==> config.mk <==
export PLATFORM = sky130hd
export DESIGN_NAME = im2col_3x3_panel_address_gen_unit
export DESIGN_NICKNAME = d
export VERILOG_FILES = /design/src/imcp_pkg.sv /design/src/imcp_div.sv /design/src/imcp_datapath.sv /design/src/imcp_ctrl.sv /design/src/im2col_3x3_panel_address_gen_unit.sv
export SDC_FILE = /design/constraint.sdc
export NUM_CORES = 2
export LEC_CHECK = 0
export ABC_CLOCK_PERIOD_IN_PS = 12700
export BUFFER_PORTS_ARGS = -buffer_cell sky130_fd_sc_hd__buf_4
export CAP_MARGIN = 20
export CELL_PAD_IN_SITES_DETAIL_PLACEMENT = 0
export CELL_PAD_IN_SITES_GLOBAL_PLACEMENT = 1
export CORE_AREA = 5 5 276 305
export CTS_BUF_LIST = sky130_fd_sc_hd__clkbuf_8 sky130_fd_sc_hd__clkbuf_16
export DETAILED_ROUTE_END_ITERATION = 16
export DIE_AREA = 0 0 281 310
export PLACE_DENSITY_LB_ADDON = 0.12
export SYNTH_ARGS = -nofsm -noshare
export SYNTH_HDL_FRONTEND = slang
export SYNTH_SLANG_ARGS = --single-unit
export TNS_END_PERCENT = 1
==> constraint.sdc <==
create_clock -name clk -period 12.7 [get_ports clk]
set_input_delay 1.27 -clock clk [delete_from_list [all_inputs] [get_ports clk]]
set_output_delay 1.27 -clock clk [all_outputs]
set_load 0.005 [all_outputs]
==> src/imcp_pkg.sv <==
// shared types and constants of the im2col 3x3 panel address generator
// no dependencies; imported by imcp_datapath, imcp_ctrl and the top level
package imcp_pkg;

  localparam int KERNEL_SIZE = 3;
  localparam int KR_W        = $clog2(KERNEL_SIZE);
  localparam logic [KR_W-1:0] K_LAST = KR_W'(KERNEL_SIZE - 1);

  localparam logic FUNC_START = 1'b0;
  localparam logic FUNC_STEP  = 1'b1;

  // register indexes, word address paddr[3:2]
  localparam logic [1:0] REG_OUT_WIDTH = 2'd0;
  localparam logic [1:0] REG_IN_HEIGHT = 2'd1;
  localparam logic [1:0] REG_IN_WIDTH  = 2'd2;
  localparam logic [1:0] REG_CH_GROUPS = 2'd3;

  typedef struct packed {
    logic [12:0] out_width;
    logic [12:0] in_height;
    logic [12:0] in_width;
    logic [10:0] channel_groups;
  } imcp_cfg_t;

  typedef struct packed {
    logic load_start;
    logic div_commit;
    logic mul1;
    logic mul2;
    logic emit;
  } imcp_cmd_t;

  typedef struct packed {
    logic busy;
    logic div_done;
    logic out_free;
  } imcp_sts_t;

endpackage

==> src/imcp_div.sv <==
// restoring divider, one quotient bit per cycle: pixel index by output width
// depends on nothing outside this file
module imcp_div (
  input  logic        clk,
  input  logic        rst_n,
  input  logic        go,
  input  logic [23:0] dividend,
  input  logic [12:0] divisor,
  output logic        done,
  output logic [23:0] quot,
  output logic [11:0] rem
);

  logic [23:0] q_r;
  logic [11:0] rem_r;
  logic [12:0] divisor_r;
  logic [4:0]  cnt_r;
  logic        run_r;
  logic        done_r;
  logic [12:0] trial;
  logic        fits;
  logic [12:0] diff;

  assign trial = {rem_r, q_r[23]};
  assign fits  = trial >= divisor_r;
  assign diff  = trial - divisor_r;

  always_ff @(posedge clk) begin
    if (!rst_n) begin
      run_r  <= 1'b0;
      done_r <= 1'b0;
      cnt_r  <= '0;
    end else begin
      done_r <= 1'b0;
      if (go) begin
        run_r     <= 1'b1;
        cnt_r     <= 5'd24;
        q_r       <= dividend;
        rem_r     <= '0;
        divisor_r <= divisor;
      end else if (run_r) begin
        // remainder stays below the divisor (at most 4096), so at most 4095 and 12 bits hold it
        rem_r <= fits ? diff[11:0] : trial[11:0];
        q_r   <= {q_r[22:0], fits};
        cnt_r <= cnt_r - 5'd1;
        if (cnt_r == 5'd1) begin
          run_r  <= 1'b0;
          done_r <= 1'b1;
        end
      end
    end
  end

  assign done = done_r;
  assign quot = q_r;
  assign rem  = rem_r;

endmodule

==> src/imcp_datapath.sv <==
// datapath: block position counters, address multipliers, output register
// depends on imcp_pkg and imcp_div
module imcp_datapath #(
  parameter int WIDE_PANEL = 12,
  parameter int TAIL_PANEL = 4
) (
  input  logic                clk,
  input  logic                rst_n,
  input  imcp_pkg::imcp_cfg_t cfg,
  input  logic [23:0]         start_index,
  input  logic [12:0]         pixel_count,
  input  imcp_pkg::imcp_cmd_t cmd,
  output imcp_pkg::imcp_sts_t sts,
  input  logic                out_stall,
  output logic                out_valid,
  output logic [25:0]         out_dst_offset,
  output logic [31:0]         out_src_addr,
  output logic                out_zero_fill,
  output logic                out_last_move
);
  import imcp_pkg::*;

  localparam int MAX_PANEL = (WIDE_PANEL > TAIL_PANEL) ? WIDE_PANEL : TAIL_PANEL;
  localparam int CIP_W     = $clog2(MAX_PANEL);
  localparam logic [13:0] WIDE14 = 14'(WIDE_PANEL);
  localparam logic [13:0] TAIL14 = 14'(TAIL_PANEL);

  logic              busy_r;
  logic [12:0]       block_len_r;
  logic [12:0]       pfc_r;
  logic [23:0]       psr_r;
  logic [11:0]       psc_r;
  logic [9:0]        kg_r;
  logic [KR_W-1:0]   kr_r;
  logic [KR_W-1:0]   kc_r;
  logic [CIP_W-1:0]  cip_r;
  logic [23:0]       row_r;
  logic [11:0]       col_r;
  logic [25:0]       dst_r;
  logic [12:0]       eff_ow_r;
  logic [10:0]       eff_grp_r;
  logic [22:0]       prod1_r;
  logic [31:0]       prod2_r;
  logic              out_valid_r;
  logic [25:0]       out_dst_r;
  logic [31:0]       out_src_r;
  logic              out_zf_r;
  logic              out_last_r;

  logic [12:0] eff_ow_nxt;
  logic [10:0] grp_sat;
  logic [12:0] bs_sat;
  logic        div_done;
  logic [23:0] div_quot;
  logic [11:0] div_rem;

  logic [13:0] pw;
  logic [13:0] col_j;
  logic [13:0] panel_end;
  logic        zf;
  logic        col_last;
  logic        k_last;
  logic        panel_last;
  logic [22:0] mul1_full;
  logic [24:0] row_sum;
  logic [37:0] mul2_full;
  logic [31:0] addr;
  logic [12:0] ncol_sum;
  logic        col_wrap;
  logic [11:0] ncol;
  logic [23:0] nrow;

  // saturation of sizes taken at block start
  always_comb begin
    if (cfg.out_width == 13'd0) eff_ow_nxt = 13'd1;
    else if (cfg.out_width > 13'd4096) eff_ow_nxt = 13'd4096;
    else eff_ow_nxt = cfg.out_width;
    grp_sat = (cfg.channel_groups > 11'd1024) ? 11'd1024 : cfg.channel_groups;
    bs_sat  = (pixel_count > 13'd4096) ? 13'd4096 : pixel_count;
  end

  imcp_div u_div (
    .clk      (clk),
    .rst_n    (rst_n),
    .go       (cmd.load_start),
    .dividend (start_index),
    .divisor  (eff_ow_nxt),
    .done     (div_done),
    .quot     (div_quot),
    .rem      (div_rem)
  );

  // panel is wide while a whole wide panel still fits in the block
  assign pw         = ({1'b0, pfc_r} + WIDE14 <= {1'b0, block_len_r}) ? WIDE14 : TAIL14;
  assign col_j      = {1'b0, pfc_r} + 14'(cip_r);
  assign zf         = col_j >= {1'b0, block_len_r};
  assign col_last   = 14'(cip_r) + 14'd1 >= pw;
  assign k_last     = ({1'b0, kg_r} + 11'd1 >= eff_grp_r) && (kr_r == K_LAST)
                      && (kc_r == K_LAST);
  assign panel_end  = {1'b0, pfc_r} + pw;
  assign panel_last = panel_end >= {1'b0, block_len_r};

  assign mul1_full = kg_r * cfg.in_height;
  assign row_sum   = 25'(prod1_r) + 25'(row_r) + 25'(kr_r);
  assign mul2_full = row_sum * cfg.in_width;
  assign addr      = prod2_r + 32'(col_r) + 32'(kc_r);

  assign ncol_sum = {1'b0, col_r} + 13'd1;
  assign col_wrap = ncol_sum >= eff_ow_r;
  assign ncol     = col_wrap ? 12'd0 : ncol_sum[11:0];
  assign nrow     = col_wrap ? row_r + 24'd1 : row_r;

  always_ff @(posedge clk) begin
    if (!rst_n) begin
      busy_r      <= 1'b0;
      block_len_r <= '0;
      pfc_r       <= '0;
      psr_r       <= '0;
      psc_r       <= '0;
      kg_r        <= '0;
      kr_r        <= '0;
      kc_r        <= '0;
      cip_r       <= '0;
      row_r       <= '0;
      col_r       <= '0;
      dst_r       <= '0;
      eff_ow_r    <= 13'd1;
      eff_grp_r   <= 11'd1;
      out_valid_r <= 1'b0;
    end else begin
      if (cmd.load_start) begin
        block_len_r <= bs_sat;
        pfc_r       <= '0;
        kg_r        <= '0;
        kr_r        <= '0;
        kc_r        <= '0;
        cip_r       <= '0;
        dst_r       <= '0;
        eff_ow_r    <= eff_ow_nxt;
        eff_grp_r   <= grp_sat;
        busy_r      <= (bs_sat != 13'd0) && (grp_sat != 11'd0);
      end
      if (cmd.div_commit) begin
        psr_r <= div_quot;
        row_r <= div_quot;
        psc_r <= div_rem;
        col_r <= div_rem;
      end
      if (cmd.emit) begin
        dst_r <= dst_r + 26'd1;
        if (!col_last) begin
          cip_r <= cip_r + CIP_W'(1);
          row_r <= nrow;
          col_r <= ncol;
        end else begin
          cip_r <= '0;
          if (!k_last) begin
            if (kc_r == K_LAST) begin
              kc_r <= '0;
              if (kr_r == K_LAST) begin
                kr_r <= '0;
                kg_r <= kg_r + 10'd1;
              end else begin
                kr_r <= kr_r + KR_W'(1);
              end
            end else begin
              kc_r <= kc_r + KR_W'(1);
            end
            row_r <= psr_r;
            col_r <= psc_r;
          end else begin
            kg_r  <= '0;
            kr_r  <= '0;
            kc_r  <= '0;
            pfc_r <= panel_end[12:0];
            psr_r <= nrow;
            psc_r <= ncol;
            row_r <= nrow;
            col_r <= ncol;
            if (panel_last) busy_r <= 1'b0;
          end
        end
      end
      if (cmd.emit) out_valid_r <= 1'b1;
      else if (!out_stall) out_valid_r <= 1'b0;
    end
  end

  always_ff @(posedge clk) begin
    if (cmd.mul1) prod1_r <= mul1_full;
    if (cmd.mul2) prod2_r <= mul2_full[31:0];
    if (cmd.emit) begin
      out_dst_r  <= dst_r;
      out_src_r  <= zf ? 32'd0 : addr;
      out_zf_r   <= zf;
      out_last_r <= col_last && k_last && panel_last;
    end
  end

  assign sts.busy     = busy_r;
  assign sts.div_done = div_done;
  assign sts.out_free = !out_valid_r || !out_stall;

  assign out_valid      = out_valid_r;
  assign out_dst_offset = out_dst_r;
  assign out_src_addr   = out_src_r;
  assign out_zero_fill  = out_zf_r;
  assign out_last_move  = out_last_r;

`ifndef SYNTHESIS
  a_emit_busy: assert property (@(posedge clk) disable iff (!rst_n)
    cmd.emit |-> busy_r)
    else $error("move emitted with no block in progress");
  a_cip_range: assert property (@(posedge clk) disable iff (!rst_n)
    busy_r |-> 14'(cip_r) < pw)
    else $error("panel column beyond panel width");
  a_pfc_range: assert property (@(posedge clk) disable iff (!rst_n)
    busy_r |-> pfc_r < block_len_r)
    else $error("panel start beyond block while busy");
`endif

endmodule

==> src/imcp_ctrl.sv <==
// controller: sequences start (divide) and step (two multiplies, emit)
// depends on imcp_pkg
module imcp_ctrl (
  input  logic                clk,
  input  logic                rst_n,
  input  logic                in_valid,
  input  logic                in_func,
  output logic                in_stall,
  input  imcp_pkg::imcp_sts_t sts,
  output imcp_pkg::imcp_cmd_t cmd
);
  import imcp_pkg::*;

  localparam logic [2:0] S_IDLE = 3'd0;
  localparam logic [2:0] S_DIV  = 3'd1;
  localparam logic [2:0] S_MUL1 = 3'd2;
  localparam logic [2:0] S_MUL2 = 3'd3;
  localparam logic [2:0] S_EMIT = 3'd4;

  logic [2:0] state_r;
  logic [2:0] state_nxt;
  logic       accept;

  assign accept   = in_valid && (state_r == S_IDLE);
  assign in_stall = state_r != S_IDLE;

  always_comb begin
    state_nxt = state_r;
    cmd       = '0;
    unique case (state_r)
      S_IDLE: begin
        if (accept) begin
          if (in_func == FUNC_START) begin
            cmd.load_start = 1'b1;
            state_nxt      = S_DIV;
          end else if (sts.busy) begin
            state_nxt = S_MUL1;
          end
        end
      end
      S_DIV: begin
        if (sts.div_done) begin
          cmd.div_commit = 1'b1;
          state_nxt      = S_IDLE;
        end
      end
      S_MUL1: begin
        cmd.mul1  = 1'b1;
        state_nxt = S_MUL2;
      end
      S_MUL2: begin
        cmd.mul2  = 1'b1;
        state_nxt = S_EMIT;
      end
      S_EMIT: begin
        if (sts.out_free) begin
          cmd.emit  = 1'b1;
          state_nxt = S_IDLE;
        end
      end
      default: state_nxt = S_IDLE;
    endcase
  end

  always_ff @(posedge clk) begin
    if (!rst_n) state_r <= S_IDLE;
    else state_r <= state_nxt;
  end

`ifndef SYNTHESIS
  a_emit_free: assert property (@(posedge clk) disable iff (!rst_n)
    cmd.emit |-> sts.out_free)
    else $error("emit into an occupied output register");
  a_mul_order: assert property (@(posedge clk) disable iff (!rst_n)
    state_r == S_MUL1 |=> state_r == S_MUL2)
    else $error("second multiply skipped");
  a_div_wait: assert property (@(posedge clk) disable iff (!rst_n)
    sts.div_done |-> state_r == S_DIV)
    else $error("divider finished outside the start sequence");
`endif

endmodule

==> src/im2col_3x3_panel_address_gen_unit.sv <==
// top level of the im2col 3x3 stride-1 panel address generator
// depends on imcp_pkg, imcp_ctrl, imcp_datapath (and imcp_div below it)
//
// usage:
//   configure out_width, in_height, in_width, channel_groups over the apb
//   port (byte addresses 0, 4, 8, 12) while the block is idle.
//   input channel (in_valid / in_stall): func 0 starts a block from
//   start_index covering pixel_count pixels and gives no move; func 1 asks
//   for the next word move, which is dropped when no block is in progress.
//   output channel (out_valid / out_stall): one move per step transaction,
//   ascending dst_offset, last_move set on the final one.
// sequence:
//   start transaction: the next input is taken only once the bit-serial
//   divide of the 24-bit start_index by out_width has finished.
//   step transaction: passes the states MUL1, MUL2 and EMIT, for the two
//   chained multiplies of the source address, each registered; an idle step skips them.
//   result is registered in the output register in EMIT, after both multiplies.
// stall: a finished move waits in the output register; the controller
//   holds in_stall high until that register frees up for the next one.
// reset: rst_n (synchronous) returns the control, counter and configuration
//   registers to their defaults and leaves the block idle with no move pending.
module im2col_3x3_panel_address_gen_unit #(
  parameter int WIDE_PANEL = 12,
  parameter int TAIL_PANEL = 4
) (
  input  logic        clk,
  input  logic        rst_n,
  // input channel
  input  logic        in_valid,
  output logic        in_stall,
  input  logic        in_func,
  input  logic [23:0] in_start_index,
  input  logic [12:0] in_pixel_count,
  // output channel
  output logic        out_valid,
  input  logic        out_stall,
  output logic [25:0] out_dst_offset,
  output logic [31:0] out_src_addr,
  output logic        out_zero_fill,
  output logic        out_last_move,
  // configuration port
  input  logic        psel,
  input  logic        penable,
  input  logic        pwrite,
  input  logic [3:0]  paddr,
  input  logic [31:0] pwdata,
  output logic [31:0] prdata,
  output logic        pready
);
  import imcp_pkg::*;

  imcp_cfg_t cfg_r;
  imcp_cmd_t cmd;
  imcp_sts_t sts;
  logic      cfg_wr;

  // write completes in the access phase; no wait states
  assign pready = 1'b1;
  assign cfg_wr = psel && penable && pwrite && pready;

  // register index is the word address paddr[3:2]
  always_ff @(posedge clk) begin
    if (!rst_n) begin
      cfg_r.out_width      <= 13'd1;
      cfg_r.in_height      <= 13'd3;
      cfg_r.in_width       <= 13'd3;
      cfg_r.channel_groups <= 11'd1;
    end else if (cfg_wr) begin
      unique case (paddr[3:2])
        REG_OUT_WIDTH: cfg_r.out_width      <= pwdata[12:0];
        REG_IN_HEIGHT: cfg_r.in_height      <= pwdata[12:0];
        REG_IN_WIDTH:  cfg_r.in_width       <= pwdata[12:0];
        REG_CH_GROUPS: cfg_r.channel_groups <= pwdata[10:0];
      endcase
    end
  end

  // readback of the register selected by paddr
  always_comb begin
    unique case (paddr[3:2])
      REG_OUT_WIDTH: prdata = 32'(cfg_r.out_width);
      REG_IN_HEIGHT: prdata = 32'(cfg_r.in_height);
      REG_IN_WIDTH:  prdata = 32'(cfg_r.in_width);
      REG_CH_GROUPS: prdata = 32'(cfg_r.channel_groups);
    endcase
  end

  // sequencer: accepts transactions, issues commands
  imcp_ctrl u_ctrl (
    .clk      (clk),
    .rst_n    (rst_n),
    .in_valid (in_valid),
    .in_func  (in_func),
    .in_stall (in_stall),
    .sts      (sts),
    .cmd      (cmd)
  );

  // counters, multipliers, divider and output register
  imcp_datapath #(
    .WIDE_PANEL (WIDE_PANEL),
    .TAIL_PANEL (TAIL_PANEL)
  ) u_datapath (
    .clk            (clk),
    .rst_n          (rst_n),
    .cfg            (cfg_r),
    .start_index    (in_start_index),
    .pixel_count    (in_pixel_count),
    .cmd            (cmd),
    .sts            (sts),
    .out_stall      (out_stall),
    .out_valid      (out_valid),
    .out_dst_offset (out_dst_offset),
    .out_src_addr   (out_src_addr),
    .out_zero_fill  (out_zero_fill),
    .out_last_move  (out_last_move)
  );

endmodule
# Word level (Yosys, flattened, before mapping)
# Index checks and enable logic that the tools add are counted.
# W data, S select, Z words.
[op_classes] n_addsub=18 bitwise=2 reduce_logical=29 n_eq_ne=15 n_mul=2 order_cmp=10 muxes=82
[ops] cell="$mux W24" n=11
[ops] cell="$mux W12" n=11
[ops] cell="$pmux W32 S4" n=1
[ops] cell="$mux W13" n=7
[ops] cell="$mux W10" n=6
[ops] cell="$mux W26" n=2
[ops] cell="$add A32 B12 Y32" n=1
[ops] cell="$add A32 B2 Y32" n=1
[ops] cell="$mul A25 B13 Y32" n=1
[ops] cell="$ge A14 B13 Y1" n=2
[ops] cell="$add A26 B1 Y26 const B" n=1
[ops] cell="$ge A13 B13 Y1" n=2
[ops] cell="$gt A13 B13 Y1 const B" n=2
[ops] cell="$add A23 B24 Y25" n=1
[ops] cell="$add A25 B2 Y25" n=1
[ops] cell="$add A24 B1 Y24 const B" n=1
[ops] cell="$mul A10 B13 Y23" n=1
[ops] cell="$mux W2" n=11
[ops] cell="$mux W1" n=20
[ops] cell="$mux W4" n=4
[ops] cell="$mux W3" n=5
[ops] cell="$pmux W3 S5" n=1
[ops] cell="$add A13 B14 Y14" n=1
[ops] cell="$add A13 B4 Y14" n=1
[ops] cell="other kinds (39)" n=63
[totals] output_inout_bits=95 input_bits=81 word_cells=191 register_bits=392

# Longest topological paths before layout
[logic_depth] ltp_word=10 depth_mapped=35 ltp_nobuf=34

# Hierarchy
# Synthesis repeated with hierarchy kept, for this count alone.
[hier_totals] cells_unflattened=3725 area_unflattened_um2=35307.6
[modules_own_cells] mod="imcp_datapath" cells_each=3234 area_per_inst_um2=29769.8 seq_area_each_um2=6816.5 instances=1
[modules_own_cells] mod="imcp_div" cells_each=245 area_per_inst_um2=2987.9 seq_area_each_um2=1611.5 instances=1
[modules_own_cells] mod="im2col_3x3_panel_address_gen_unit" cells_each=228 area_per_inst_um2=2378.5 seq_area_each_um2=1001.0 instances=1
[modules_own_cells] mod="imcp_ctrl" cells_each=18 area_per_inst_um2=171.4 seq_area_each_um2=60.1 instances=1

# Least setup slack after synthesis
# OpenSTA, ideal clock, no wires.
[synth_path] path_type="flip-flop to flip-flop" from="register u_datapath.row_r[1]" to="register u_datapath.prod2_r[31] (data pin)" path_stages_with_launch=34 required_time_ps=12432 arrival_ps=7619 synth_period_minus_slack_ps=7887 path_slack_ps=4813 path_buffers=1 setup_ps=268 cell_sequence="dfxtp_1 inv_1 fa_1 inv_1 ha_1 inv_1 fa_1 nor2b_1 o31a_1 o31a_2 or3_1 a21oi_1 xnor2_1 clkbuf_1 nand2_1 fa_1 fa_1 inv_1 fa_1 fa_1 inv_1 fa_1 inv_1 ha_1 nand2_1 o21ai_0 nor3_1 o21ai_0 o211a_1 a2111oi_2 o21a_1 nor3_1 xnor2_1 xnor3_1"
[synth_between] elab_chain_len=3
[synth_lines] element="from (decl)" line_no="imcp_datapath.sv:37" text="logic [23:0] row_r;"
[synth_lines] element="from (signal assigned)" line_no="imcp_datapath.sv:145" text="row_r <= div_quot;"
[synth_lines] element="from (signal assigned)" line_no="imcp_datapath.sv:153" text="row_r <= nrow;"
[synth_lines] element="from (signal assigned)" line_no="imcp_datapath.sv:169" text="row_r <= psr_r;"
[synth_lines] element="$add A23 B24 Y25" line_no="imcp_datapath.sv:104" text="assign row_sum = 25'(prod1_r) + 25'(row_r) + 25'(kr_r);"
[synth_lines] element="$add A25 B2 Y25" line_no="imcp_datapath.sv:104"
[synth_lines] element="$mul A25 B13 Y32" line_no="imcp_datapath.sv:105" text="assign mul2_full = row_sum * cfg.in_width;"
[synth_lines] element="net u_datapath.mul2_full[31]" line_no="imcp_datapath.sv:66" text="logic [37:0] mul2_full;"
[synth_lines] element="to (signal assigned)" line_no="imcp_datapath.sv:191" text="if (cmd.mul2) prod2_r <= mul2_full[31:0];"
[synth_lines] element="to (decl)" line_no="imcp_datapath.sv:43" text="logic [31:0] prod2_r;"
# The timed path passes the listed nets, and every way through them passes these cells.
# A chain may end at the register's enable or synchronous reset.

# Worst setup path after layout
# Ends and elaborated chain as after synthesis.

==> impl_results.md <==
* Placement Setup Slack at 3.72 ns
* Most frequent cells in the layout: 671 x nand2_1, 504 x inv_1, 335 x fa_1, 271 x ha_1, 244 x and2_1
* Synth area leader: fa_1
* CP max FO at 13
* Synth Register Bits at 392
* Sequential fraction of the synthesis area at 0.270
* Fmax at 110 MHz
* Crit. End Element: register
* Port Buffer Count at between 100 and 150
* # DRC at 0
* Vias in the first global route at 26.6k
* Violation count after the first detailed-routing iteration at around 1.5k
* Simple-gate share of the synthesized area at 0.191
* Kind of critical path: register to register
* Via density at between 5 and 6
* Fin. Hold Viols at 0
* Final min period at 9.07 ns
* Congestion Overflow GR at 0
* CORE AREA at 81100 um2
* Non-filler cells in the finished layout at 5080
* CTS tree: built
* Largest family of logic cells by synthesized area: adder cells
* Worst skew pair latency at between 0.6 and 0.7 ns
* Rows at 110
* Initial DRT Pass Iterations at 5
* Maxcap violations at 0
* Synth Area in Compound Gates at 0.121
* CTS H-tree depth at 2
* Clock sink count at between 300 and 400
* Tightest Pin Transition at 1.15 ns
* Die footprint at 87100 um2
* Hpwl dp at 71000 um
* Power per cell area at 83.8 nW/um2
* Seq pwr share at 0.421
* Postcts setup bufs at 0
* Clk pin slew, worst setup/hold paths at around 0.060 ns
* CP peak stage delay at slightly below 0.9 ns
* Arrival time worst endpoint at 9.38 ns
* Placed insts at 4988
* Post-synth ARST share at 0
* Maximum clock path buffer count at 3
* RD Place Congestion at 0.832
* Post-Syn Area per Cell at just under 9 um2
* Height of the die at 310 um
* Clock Skew at 0.0299 ns
* CP required at 13.01 ns
* Nets at 4662
* Internal power at roughly 2300 uW
* Post-synthesis adder-cell area fraction at 0.287
* RSZ-0062 raised after global routing: false
* Overall Power at 3240 uW
* First-pass GRT wire length at 153000 um
* Status: finished, final reports clean
* Die width at 281 um
* DR WL/cell at around 19 um
* Antenna violations before repair at 2
* Min-Delay Path Class: register to register
* Synth top area share at 0.191
* Standby leakage power at 0.0179 uW
* Top_reg_cell synth: dfxtp_1
* Layout cells sized above 1 at 0.0757
* Switch share at 0.281
* Gate power share at 0.157
* Headroom to the max-slew limit at 0.232
* Total CTS buffers at between 40 and 50
* Post-Syn Area at 35200 um2
* CTS resizes at 0
* Synth warnings at 0
* CP most frequent cell: fa_1
* Xor and xnor area share after synthesis at 0.0411
* Post-synthesis cell type count at 87
* Pins Over Slew Limit at 0
* Starting density of the core at 0.434
* Slowest-stage cell, CP: nor2_1
* Period utilisation layout at 0.714
* Post-Route Setup TNS at 0 ns
* Mux share of post-synthesis cell area at 0.0119
* Switching pwr at 911 uW
* Final WL at 95400 um
* CTS root buffer: clkbuf_16
* Post-synth EDFFs at 164
* Gr usage total at 0.219
* Top cells by area, synth: fa_1 19%, edfxtp_1 14%, dfxtp_1 13%
* Synth Instances at 3947
* Worst vdd ir at around 0.000086 V
* Most common cell after layout, fill and taps aside: nand2_1
* Pin count of the biggest net entering global routing at 83
* R2r setup slk at 3.63 ns
* Vias at approximately 27k
* Fin Hold WS at 0.461 ns
* Cts hold-fix bufs at 0
* Number of setup violations in the final report at 0
* Ports at roughly 180
* Critical path launch point type: register
* Clk pwr share at 0.422
* DRT antenna net count at 0
* Setup WS post-layout at roughly 3.6 ns
* Synthesis-to-layout area growth at 9.98%
kinds of logic after synthesis:
logic type / Yosys count
and+or+nand+nor: 1417
xor gates and xnor gates: 161
DFF: 392
buffers and inverters: 708
other: 2
adders and majority gates: 606
muxes: 28
AOI/OAI and AO/OA: 633
routing by layer:
| metal | part of all wire | vias up | wire length, um | track usage |
|---|---|---|---|---|
| met5 | 0.0012 | - | 115 | 0.00927 |
| met1 | 0.45 | 13200 | 43200 | 0.303 |
| met3 | 0.046 | 86 | 4420 | 0.0311 |
| li1 | - | 13000 | - | - |
| met2 | 0.48 | 495 | 46200 | 0.371 |
| met4 | 0.016 | 2 | 1530 | 0.0392 |
power by group through the flow:
stage / Combinational, uW / Sequential (uW) / Clock, uW
2_1_floorplan: 373 / 1380 / 0
3_3_place_gp: 512 / 1390 / 0
3_5_place_dp: 514 / 1390 / 0
4_1_cts: 517 / 1370 / 1410
5_1_grt: 579 / 1370 / 1460
6_report: 508 / 1370 / 1370
worst paths after layout:
| kind | from | end | depth (start not counted) |
|---|---|---|---|
| hold reg to reg | u_datapath.psc_r[1] | u_datapath.col_r[1] | 2 |
| hold / removal | u_datapath.psc_r[1] | u_datapath.col_r[1] | 2 |
| setup reg to reg | u_datapath.row_r[1] | u_datapath.prod2_r[31] | 32 |
| setup / recovery | u_datapath.row_r[1] | u_datapath.prod2_r[31] | 32 |
Yosys cell counts (22+ instances only):
master,n
clkbuf_1,173
o211a_1,35
nor3_1,40
edfxtp_1,164
ha_1,271
inv_1,493
a21oi_1,163
nand2b_1,24
a21boi_0,90
a31oi_1,22
xor2_1,58
xnor2_1,100
o21a_1,30
fa_1,335
nand2_1,671
nor2b_1,44
a21o_1,53
and3_1,37
o21ai_0,115
dfxtp_1,228
nor2_1,149
nand4_1,37
and2_1,244
nand3_1,97
sequential cells by signal, indices dropped and copies added (netlist names), 2 cells and up:
| signal | cells |
|---|---|
| u_datapath.col_r | 12 |
| u_datapath.eff_ow_r | 13 |
| u_ctrl.state_r | 3 |
| u_datapath.block_len_r | 13 |
| u_datapath.psc_r | 12 |
| u_datapath.pfc_r | 13 |
| u_datapath.psr_r | 24 |
| u_datapath.out_dst_offset | 26 |
| u_datapath.u_div.rem | 12 |
| u_datapath.dst_r | 26 |
| cfg_r | 50 |
| u_datapath.u_div.cnt_r | 5 |
| u_datapath.prod2_r | 32 |
| u_datapath.prod1_r | 23 |
| u_datapath.eff_grp_r | 11 |
| u_datapath.cip_r | 4 |
| u_datapath.kr_r | 2 |
| u_datapath.kc_r | 2 |
| u_datapath.row_r | 24 |
| u_datapath.out_src_addr | 32 |
| u_datapath.u_div.quot | 24 |
| u_datapath.kg_r | 10 |
| u_datapath.u_div.divisor_r | 13 |
stage by stage:
stage          cell area (um2)   util
6_report                 38700  0.477
2_1_floorplan            35300      -
5_1_grt                  38700  0.477
3_3_place_gp             37100  0.458
4_1_cts                  38700  0.477
3_5_place_dp             37100  0.458
worst max-delay path: cells and delay by family (launching register included):
family                     cells  cell delay (ns)
adders and majority gates      9             4.01
and+or+nand+nor                6             1.73
DFF                            1             0.37
buffers and inverters          6             0.39
AOI/OAI and AO/OA              9             1.68
xor gates and xnor gates       2             0.59
final cells by class:
| class | instances | area [um2] |
|---|---|---|
| inverters | 493 | 1850 |
| well taps | 1064 | 1330 |
| repair buffers | 174 | 1310 |
| flip-flops and latches | 392 | 9490 |
| multi-input cells | 2865 | 23100 |
| fillers | 7895 | 42400 |
| clock buffers | 56 | 1350 |
| clock inverters | 35 | 234 |
| diodes | 1 | 2.50 |
Power figures use the tool's default switching activity.
